<file path="config.mk">
export PLATFORM = sky130hd
export DESIGN_NAME = multi_key_record_sorter_core
export DESIGN_NICKNAME = d
export VERILOG_FILES = /design/src/rtl/mkrs_pkg.sv /design/src/rtl/mkrs_mem.sv /design/src/rtl/multi_key_record_sorter_core.sv
export SDC_FILE = /design/constraint.sdc
export NUM_CORES = 2
export LEC_CHECK = 0
export BUFFER_PORTS_ARGS = -buffer_cell sky130_fd_sc_hd__buf_2
export CAP_MARGIN = 10
export CORE_UTILIZATION = 31
export CTS_CLUSTER_SIZE = 10
export DETAILED_ROUTE_END_ITERATION = 6
export PLACE_DENSITY = 0.44
export SYNTH_ARGS = -nofsm -noshare
export SYNTH_HDL_FRONTEND = slang
export SYNTH_SLANG_ARGS = --single-unit
</file>
<file path="constraint.sdc">
create_clock -name clk -period 4.6 [get_ports clk]
set_clock_uncertainty 0.15 [all_clocks]
set_input_delay 0.23 -clock clk [delete_from_list [all_inputs] [get_ports clk]]
set_output_delay 0.23 -clock clk [all_outputs]
set_load 0.03 [all_outputs]
</file>
<file path="src/rtl/mkrs_pkg.sv">
// Package: record types, sequencer states and the sort-order compare for the record sorter.
`default_nettype none
package mkrs_pkg;

	typedef struct packed {
		logic [15:0] record_id;
		logic [6:0]  first_mark;
		logic [6:0]  second_mark;
		logic [3:0]  group_no;
		logic [7:0]  section_code;
		logic [7:0]  name_tag;
		logic        last_in;
	} in_item_t;

	typedef struct packed {
		logic [15:0] out_id;
		logic [6:0]  out_first_mark;
		logic [6:0]  out_second_mark;
		logic [3:0]  out_group_no;
		logic [7:0]  out_section_code;
		logic [7:0]  out_name_tag;
		logic        overflow;
		logic        last_out;
	} out_item_t;

	// one stored record, without the framing bit
	typedef struct packed {
		logic [15:0] id;
		logic [6:0]  fm;
		logic [6:0]  sm;
		logic [3:0]  grp;
		logic [7:0]  sec;
		logic [7:0]  tag;
	} rec_t;

	localparam int REC_W = $bits(rec_t);

	typedef enum logic [2:0] {
		ST_IDLE,
		ST_READ,
		ST_CMP,
		ST_PUT,
		ST_EMIT,
		ST_DRAIN
	} state_t;

	// true when a must be placed strictly ahead of b
	function automatic logic goes_before(rec_t a, rec_t b);
		logic r;
		if (a.sm != b.sm) begin
			r = (a.sm > b.sm);
		end else if (a.fm != b.fm) begin
			r = (a.fm > b.fm);
		end else begin
			r = (a.id < b.id);
		end
		return r;
	endfunction

endpackage
`default_nettype wire

</file>
<file path="src/rtl/mkrs_mem.sv">
// Record store: one write port, one read port with registered read data.
`default_nettype none
module mkrs_mem import mkrs_pkg::*; #(
	parameter int DEPTH = 64,
	parameter int AW    = 6
) (
	input  wire logic          clk,
	input  wire logic          we,
	input  wire logic [AW-1:0] waddr,
	input  wire rec_t          wdata,
	input  wire logic          re,
	input  wire logic [AW-1:0] raddr,
	output rec_t               rdata
);

	rec_t mem [DEPTH];

	always_ff @(posedge clk) begin
		if (we) begin
			mem[waddr] <= wdata;
		end
	end

	always_ff @(posedge clk) begin
		if (re) begin
			rdata <= mem[raddr];
		end
	end

endmodule
`default_nettype wire

</file>
<file path="src/rtl/multi_key_record_sorter_core.sv">
// Top level: record sorter with insertion into a single-port-read record memory.
`default_nettype none
// Usage
//   Load a set of records, one request each: drive in_item and raise start;
//   the request is taken at a rising edge with start high and busy low.
//   Each record is inserted into the memory in sorted order (second mark
//   descending, then first mark descending, then id ascending; equal records
//   keep arrival order). Insertion walks down from the end of the store with
//   a read and a compare per entry it moves; a record into an empty store
//   is written at the head at once, one into a full store is dropped, and
//   the walk is bounded by the one memory read port and its registered read
//   data.
//   When a request carries last_in, the store is then read out in order, one
//   record per cycle, on out_item with strobe high for exactly one cycle each;
//   the final record has last_out set, and busy drops in the cycle after it.
//   The receiver cannot stall, so results are never held back.
//   Records arriving with the store full are dropped and every result of that
//   set shows overflow. After read-out the count and overflow flag clear.
//   Reset clears the count, flag and sequencer; memory content is left as is.
module multi_key_record_sorter_core import mkrs_pkg::*; #(
	parameter int MAX_RECORDS = 64
) (
	input  wire logic      clk,
	input  wire logic      arst_n,
	input  wire logic      start,
	output logic           busy,
	input  wire in_item_t  in_item,
	output logic           strobe,
	output out_item_t      out_item
);

	localparam int AW = (MAX_RECORDS > 1) ? $clog2(MAX_RECORDS) : 1;
	localparam int CW = $clog2(MAX_RECORDS + 1);
	localparam logic [CW-1:0] CNT_MAX = CW'(MAX_RECORDS);
	localparam logic [CW-1:0] CNT_ONE = CW'(1);

	state_t        state_q, state_d;
	logic [CW-1:0] cnt_q;
	logic          drop_q;
	rec_t          rec_q;
	logic          last_q;
	logic [CW-1:0] j_q;
	logic [CW-1:0] e_q;
	logic          valid_s1, lastf_s1, ovf_s1;

	logic          we, re;
	logic [AW-1:0] waddr, raddr;
	rec_t          wdata, rdata, in_rec;
	logic          accept, ahead;

	assign in_rec = '{id: in_item.record_id, fm: in_item.first_mark,
		sm: in_item.second_mark, grp: in_item.group_no,
		sec: in_item.section_code, tag: in_item.name_tag};
	assign accept = start && (state_q == ST_IDLE);
	assign busy   = (state_q != ST_IDLE);
	assign ahead  = goes_before(rec_q, rdata);

	mkrs_mem #(.DEPTH(MAX_RECORDS), .AW(AW)) u_mem (
		.clk   (clk),
		.we    (we),
		.waddr (waddr),
		.wdata (wdata),
		.re    (re),
		.raddr (raddr),
		.rdata (rdata)
	);

	always_ff @(posedge clk or negedge arst_n) begin
		if (!arst_n) begin
			state_q <= ST_IDLE;
		end else begin
			state_q <= state_d;
		end
	end

	// next state and memory port control
	always_comb begin
		state_d = state_q;
		we      = 1'b0;
		waddr   = j_q[AW-1:0];
		wdata   = rec_q;
		re      = 1'b0;
		raddr   = e_q[AW-1:0];
		case (state_q)
			ST_IDLE: begin
				if (accept) begin
					if (cnt_q == CNT_MAX) begin
						state_d = in_item.last_in ? ST_EMIT : ST_IDLE;
					end else if (cnt_q == '0) begin
						// empty store: place directly at the head
						we      = 1'b1;
						waddr   = '0;
						wdata   = in_rec;
						state_d = in_item.last_in ? ST_EMIT : ST_IDLE;
					end else begin
						state_d = ST_READ;
					end
				end
			end
			ST_READ: begin
				re      = 1'b1;
				raddr   = AW'(j_q - CNT_ONE);
				state_d = ST_CMP;
			end
			ST_CMP: begin
				we = 1'b1;
				if (ahead) begin
					// shift the stored record one place down
					wdata   = rdata;
					state_d = (j_q == CNT_ONE) ? ST_PUT : ST_READ;
				end else begin
					state_d = last_q ? ST_EMIT : ST_IDLE;
				end
			end
			ST_PUT: begin
				we      = 1'b1;
				waddr   = '0;
				state_d = last_q ? ST_EMIT : ST_IDLE;
			end
			ST_EMIT: begin
				re = 1'b1;
				if (e_q + CNT_ONE == cnt_q) begin
					state_d = ST_DRAIN;
				end
			end
			ST_DRAIN: begin
				state_d = ST_IDLE;
			end
			default: begin
				state_d = ST_IDLE;
			end
		endcase
	end

	// count, overflow flag, indexes and result flags
	always_ff @(posedge clk or negedge arst_n) begin
		if (!arst_n) begin
			cnt_q    <= '0;
			drop_q   <= 1'b0;
			j_q      <= '0;
			e_q      <= '0;
			last_q   <= 1'b0;
			valid_s1 <= 1'b0;
			lastf_s1 <= 1'b0;
			ovf_s1   <= 1'b0;
		end else begin
			valid_s1 <= 1'b0;
			lastf_s1 <= 1'b0;
			if (state_q != ST_EMIT) begin
				e_q <= '0;
			end
			case (state_q)
				ST_IDLE: begin
					if (accept) begin
						last_q <= in_item.last_in;
						j_q    <= cnt_q;
						if (cnt_q == CNT_MAX) begin
							drop_q <= 1'b1;
						end else if (cnt_q == '0) begin
							cnt_q <= CNT_ONE;
						end
					end
				end
				ST_CMP: begin
					if (ahead) begin
						j_q <= j_q - CNT_ONE;
					end else begin
						cnt_q <= cnt_q + CNT_ONE;
					end
				end
				ST_PUT: begin
					cnt_q <= cnt_q + CNT_ONE;
				end
				ST_EMIT: begin
					valid_s1 <= 1'b1;
					lastf_s1 <= (e_q + CNT_ONE == cnt_q);
					ovf_s1   <= drop_q;
					e_q      <= e_q + CNT_ONE;
				end
				ST_DRAIN: begin
					cnt_q  <= '0;
					drop_q <= 1'b0;
				end
				default: begin
				end
			endcase
		end
	end

	// hold the arriving record for the insertion walk
	always_ff @(posedge clk) begin
		if (accept) begin
			rec_q <= in_rec;
		end
	end

	assign strobe = valid_s1;
	assign out_item = '{out_id: rdata.id, out_first_mark: rdata.fm,
		out_second_mark: rdata.sm, out_group_no: rdata.grp,
		out_section_code: rdata.sec, out_name_tag: rdata.tag,
		overflow: ovf_s1, last_out: lastf_s1};

`ifndef SYNTHESIS
	a_cnt_range: assert property (@(posedge clk) disable iff (!arst_n)
		cnt_q <= CNT_MAX) else $error("record count above capacity");
	a_strobe_src: assert property (@(posedge clk) disable iff (!arst_n)
		strobe |-> (state_q == ST_EMIT || state_q == ST_DRAIN))
		else $error("result strobe outside read-out");
	a_last_gap: assert property (@(posedge clk) disable iff (!arst_n)
		(strobe && out_item.last_out) |=> !strobe)
		else $error("result after final record");
	a_drain_last: assert property (@(posedge clk) disable iff (!arst_n)
		(state_q == ST_DRAIN) |-> (strobe && out_item.last_out))
		else $error("read-out ended without final record");
`endif

endmodule
`default_nettype wire

</file>
Yosys cells after proc, flatten, opt, wreduce, memory -nomap -nowiden --
Memories as Yosys holds them, arrays and structs flattened. A register that Yosys moved wholly into a read port is not among the register bits. Cells that the tools add are included.
Storage, ports and cells: flip-flop bits (word level) 79, bits in latches 0, bits in writable memories 3200, ROM bits 0, bits of input ports 54, output and inout bits 54, logic and storage cells 98, memories kept 1
Memories:
- u_mem.mem | words 64, bits a word 50, read ports 1, clocked after Yosys merged registers in 1, wr ports 1, line mkrs_mem.sv:16 | rec_t mem [DEPTH];
Operators by class: add/subtract/negate cells 3, multipliers 0, div/mod/pow operators 0, $lt $le $gt $ge 3, eq/ne operators 18, shift-type cells 0, multiplexer cells 43, bitwise operators 0, reduce and logical (&&, ||, !) cells 15
Operator list (number):
- $mux W50 | 4
- $pmux W50 S2 | 1
- $mux W7 | 8
- $pmux W7 S4 | 1
- $mux W6 | 4
- $mux W3 | 7
- $lt A16 B16 Y1 | 1
- $pmux W3 S5 | 1
- $add A7 B1 Y7 const B | 2
- $gt A7 B7 Y1 | 2
- $ne A7 B7 Y1 | 2
- $pmux W7 S2 | 1
- $mux W1 | 12
- $pmux W6 S2 | 1
- $ne A2 B2 Y1 const B | 5
- $eq A7 B1 Y1 const B | 1
- $eq A7 B7 Y1 | 1
- $eq A7 B7 Y1 const B | 1
- $logic_not A7 Y1 | 1
- $sub A7 B1 Y7 const B | 1
- $eq A3 B2 Y1 const B | 2
- $eq A3 B3 Y1 const B | 2
- $reduce_and A3 Y1 | 2
- $reduce_bool A2 Y1 | 3
- other kinds (12) | 16

Depth between registers and ports, before layout --
depth in word-level cells 7, mapped depth 14, gate-level depth less buffers 9

Hierarchy --
From an unflattened synthesis, not the netlist that was laid out.
Unflattened totals: cell total of the unflattened synthesis 5943, area, all modules 128482.0 um^2
Modules (own cells, without submodules):
- mkrs_mem | instances 1, cells each 5457, area an instance 123450.9 um^2, sequential area each 97593.6 um^2
- multi_key_record_sorter_core | instances 1, cells each 486, area an instance 5031.1 um^2, sequential area each 2227.1 um^2

Least setup slack after synthesis --
Ideal clock, no wire load.
path kind flip-flop to flip-flop, start register u_mem.rdata[26] (netlist name), end memory u_mem.mem[0][25] in the netlist's numbering (data pin), library setup time 0.548 ns, data arrival time 4.261 ns, data required time 3.902 ns, slack -0.359 ns, stages on the path, launching flop included 10, path buffers 2, clock period less this slack 4.959 ns, cells stage by stage edfxtp_1 -> inv_1 -> ha_1 -> nand4_1 -> or4_1 -> clkbuf_1 -> o211ai_1 -> clkbuf_1 -> o22ai_1 -> a21oi_1
RTL lines (line):
- end, declared | mkrs_mem.sv:16

Final worst setup path --
start register j_q[1], end register u_mem.rdata[21] (netlist name)
On the way: longest elaborated chain between the ends 2
RTL lines:
- start, declared | line multi_key_record_sorter_core.sv:42 | logic [CW-1:0] j_q;
- start signal, assigned | line multi_key_record_sorter_core.sv:156 | j_q <= cnt_q;
- start signal, assigned | line multi_key_record_sorter_core.sv:166 | j_q <= j_q - CNT_ONE;
- $sub A7 B1 Y7
- $mux W6 | line multi_key_record_sorter_core.sv:84 | case (state_q)
No other way between the ends. A chain may end at the register's enable or synchronous reset.

==> flow_summary_export.csv <==
group,metric,value,unit
routing,drtIter0Drc,10300,
routing,ant_nets,0,
clocking,cts_setup_buffers,0,
synthesis,netlist_instances,9004,
finish,layout.nets,9667,
clocking,cts_resized,0,
routing,wirelength,508000,um
synthesis,ys.flop_type,"edfxtp_1",
timing,finalHoldViolCount,0,
synthesis,async_flop_share,0.871,%
synthesis,synth_seq_cells,3329,
placement,port_buffers,107,
floorplanning,dieArea,0.430,mm^2
placement,gp_congestion,0.876,
pwr,p_per_area,667,mW/mm^2
finish,design_area,0.157,mm^2
critical_path,reg2reg_setup_slack,0.05,ns
critical_path,slowest_delay,0.75,ns
clocking,cts_hold_buf,97,
clocking,clock_sinks,3329,
pwr,peakVddDrop,0.531,mV
clocking,cts_inserted_buffers,379,
clocking,cts_tree,"built",
critical_path,cp-end-kind,"flop",
hold_path,min_path_type,"primary input to flop",
timing,layout_min_cycle_time,4.55,ns
global_route,overflow,0,
timing,period_share,99.0,%
critical_path,path_cells,"inv_1 > ha_1 > xor2_1 > mux2_8 > a211oi_4 > buf_12 > buf_12 > buf_4 > a31oi_1 > nand3_1 > and4_1",
routing,vias,84000,
floorplanning,die_h,656,um
global_route,grt_max_degree,109,
clocking,root_buffer,"clkbuf_16",
timing,setup_viol,0,
critical_path,worst_ep_required_time,5.11,ns
global_route,grt_pass1_wl,690000,um
finish,regArea,0.0998,mm^2
global_route,track_usage,22.9,%
synthesis,yosysWarningCount,0,
placement,dp_hpwl,295000,um
critical_path,cp_common_cell,"buf_12",
floorplanning,ios,108,
finish,syn2layout_area_growth,18.5,%
timing,worst_slack,0.0466,ns
run_status,status,"finished clean",
critical_path,worstPathMaxFanout,29,
routing,drc_errors,0,
critical_path,path_delay_family,"buffers and inverters",
timing,rsz0062_at_grt,"false",
critical_path,cp_num_buf_inv,4,
timing,fmax,0.220,GHz
critical_path,cp_slowest_cell,"and4_1",
clocking,clk_latency,0.97,ns
finish,n_fill_cell,39900,
finish,final_cell_mix,"edfxtp_1 (3,300), nand2_1 (1,739), nand3_1 (888), mux2i_1 (612), clkbuf_16 (387)",
floorplanning,core-area,0.425,mm^2
timing,slew_headroom,14.5,%
flow_run,maxCapViolations,0,
global_route,first_global_vias,81400,
clocking,path_clk_slew,0.06,ns
routing,via_per_inst,5.47,
floorplanning,start_util,31.2,%
placement,pre_cts_slack,0.146,ns
critical_path,critPathKind,"flop to flop",
routing,wire_per_inst,33.1,um
pwr,leakage,0.0545,uW
floorplanning,die_w,656,um
placement,placed_cell_area,0.146,mm^2
critical_path,critPathArrivalTime,5.06,ns
clocking,cts_buffer_depth,4,
floorplanning,fp-row-count,239,
synthesis,synth_edf_count,3300,
global_route,antenna_found_initial,21,
routing,first_pass_iters,5,
synthesis,synth_fp_nets,9092,
finish,layout_commonest_cell,"edfxtp_1",
synthesis,synth.avg_cell_area,14.7,um^2
synthesis,ys_seq_area_share,75.4,%
timing,worstMarginPinSlew,1.28,ns
clocking,cts.htree.levels,5,
finish,multiInputGateArea,0.0304,mm^2
critical_path,setup.worst_path.start_class,"flop",
synthesis,syn-cell-area,0.132,mm^2
finish,drive_above_1_share,13.8,%
timing,slew_violations,0,
synthesis,synth.distinct_cells,71,
logic make-up after synthesis:
family	count (synthesis)	share of synthesized area [%]
AO/OA/AOI/OAI	1101	5.82
XOR/XNOR	14	0.0926
adder cells (fa/ha/maj)	34	0.321
buffers and inverters	735	2.37
flip-flops	3329	75.4
multiplexers	694	6.00
AND/OR/NAND/NOR	3097	10.0
routing by layer:
metal	share of wire, %	vias to the layer above	track usage (%)
li1	-	35300	-
met1	43	44200	31.6
met2	46	3601	36.5
met3	6.8	838	3.37
met4	4.4	2	9.09
met5	0.0026	-	0
flip-flops by register name, summed over array words and instances (netlist names):
name / cells
strobe: 1
state_q: 3
last_q: 1
j_q: 7
u_mem.rdata: 50
e_q: 7
u_mem.mem: 3200
drop_q: 1
cnt_q: 7
lastf_s1: 1
rec_q: 50
ovf_s1: 1
per-stage QoR:
| stage | TNS, ns | utilization (%) | std cells | hold slack (ns) | power, uW |
|---|---|---|---|---|---|
| finish | 0 | 37.0 | 15300 | 0.0690 | 105000 |
| floorplan | -117.65 | - | 9004 | -0.216 | 61200 |
| global route | 0 | 37.0 | 15300 | 0.0454 | 108000 |
| CTS | 0 | 37.0 | 15300 | 0.00987 | 105000 |
| global placement | -0.326 | 34.3 | 14800 | 0.185 | 77900 |
| detailed placement | 0 | 34.3 | 14800 | 0.180 | 78200 |
layout make-up:
| type | count | share of cell area (%) |
|---|---|---|
| Tap cell | 5663 | 4.51 |
| Timing Repair Buffer | 788 | 5.62 |
| Inverter | 141 | 0.337 |
| Multi-Input combinational cell | 4940 | 19.4 |
| Antenna cell | 13 | 0.0207 |
| Sequential cell | 3329 | 63.6 |
| Clock buffer | 427 | 6.27 |
| Clock inverter | 40 | 0.269 |
worst register-to-register path, delay by kind of cell, from the launching register on:
| kind | cells | cell delay, ns |
|---|---|---|
| fa+ha+maj | 1 | 0.30 |
| xor+xnor | 1 | 0.24 |
| mux | 1 | 0.56 |
| flops | 1 | 0.52 |
| buf+inv | 4 | 1.06 |
| compound gates | 2 | 0.50 |
| simple gates | 2 | 0.93 |
worst paths after layout:
check                           start              end  cells after the start
setup / recovery               j_q[1]  u_mem.rdata[21]                     11
hold / removal             in_item[1]         rec_q[0]                      2
setup reg to reg               j_q[1]  u_mem.rdata[21]                     11
hold reg to reg                ovf_s1           ovf_s1                      2
max in group asynchronous      arst_n           e_q[0]                      4
min in group asynchronous      arst_n         lastf_s1                      4
cells in the mapped netlist (73+ instances only):
cell,instances,area [um^2]
mux2i_1,613,6140
inv_1,140,526
o21ai_0,126,631
edfxtp_1,3300,99100
nor2_1,283,1060
o2111ai_1,76,666
buf_2,212,1060
mux4_2,80,1800
a21oi_1,105,526
nand3_1,888,4440
o211ai_1,74,556
clkbuf_1,271,1020
buf_1,82,308
a211oi_1,200,1500
nand2_1,1744,6550
a31oi_1,186,1160
o22ai_1,73,457
power breakdown:
part | switching, uW | internal [uW]
Clock | 11800 | 15000
Combinational | 25700 | 10700
Sequential | 1220 | 40300
No activity file was read; power rests on OpenSTA's default activity.
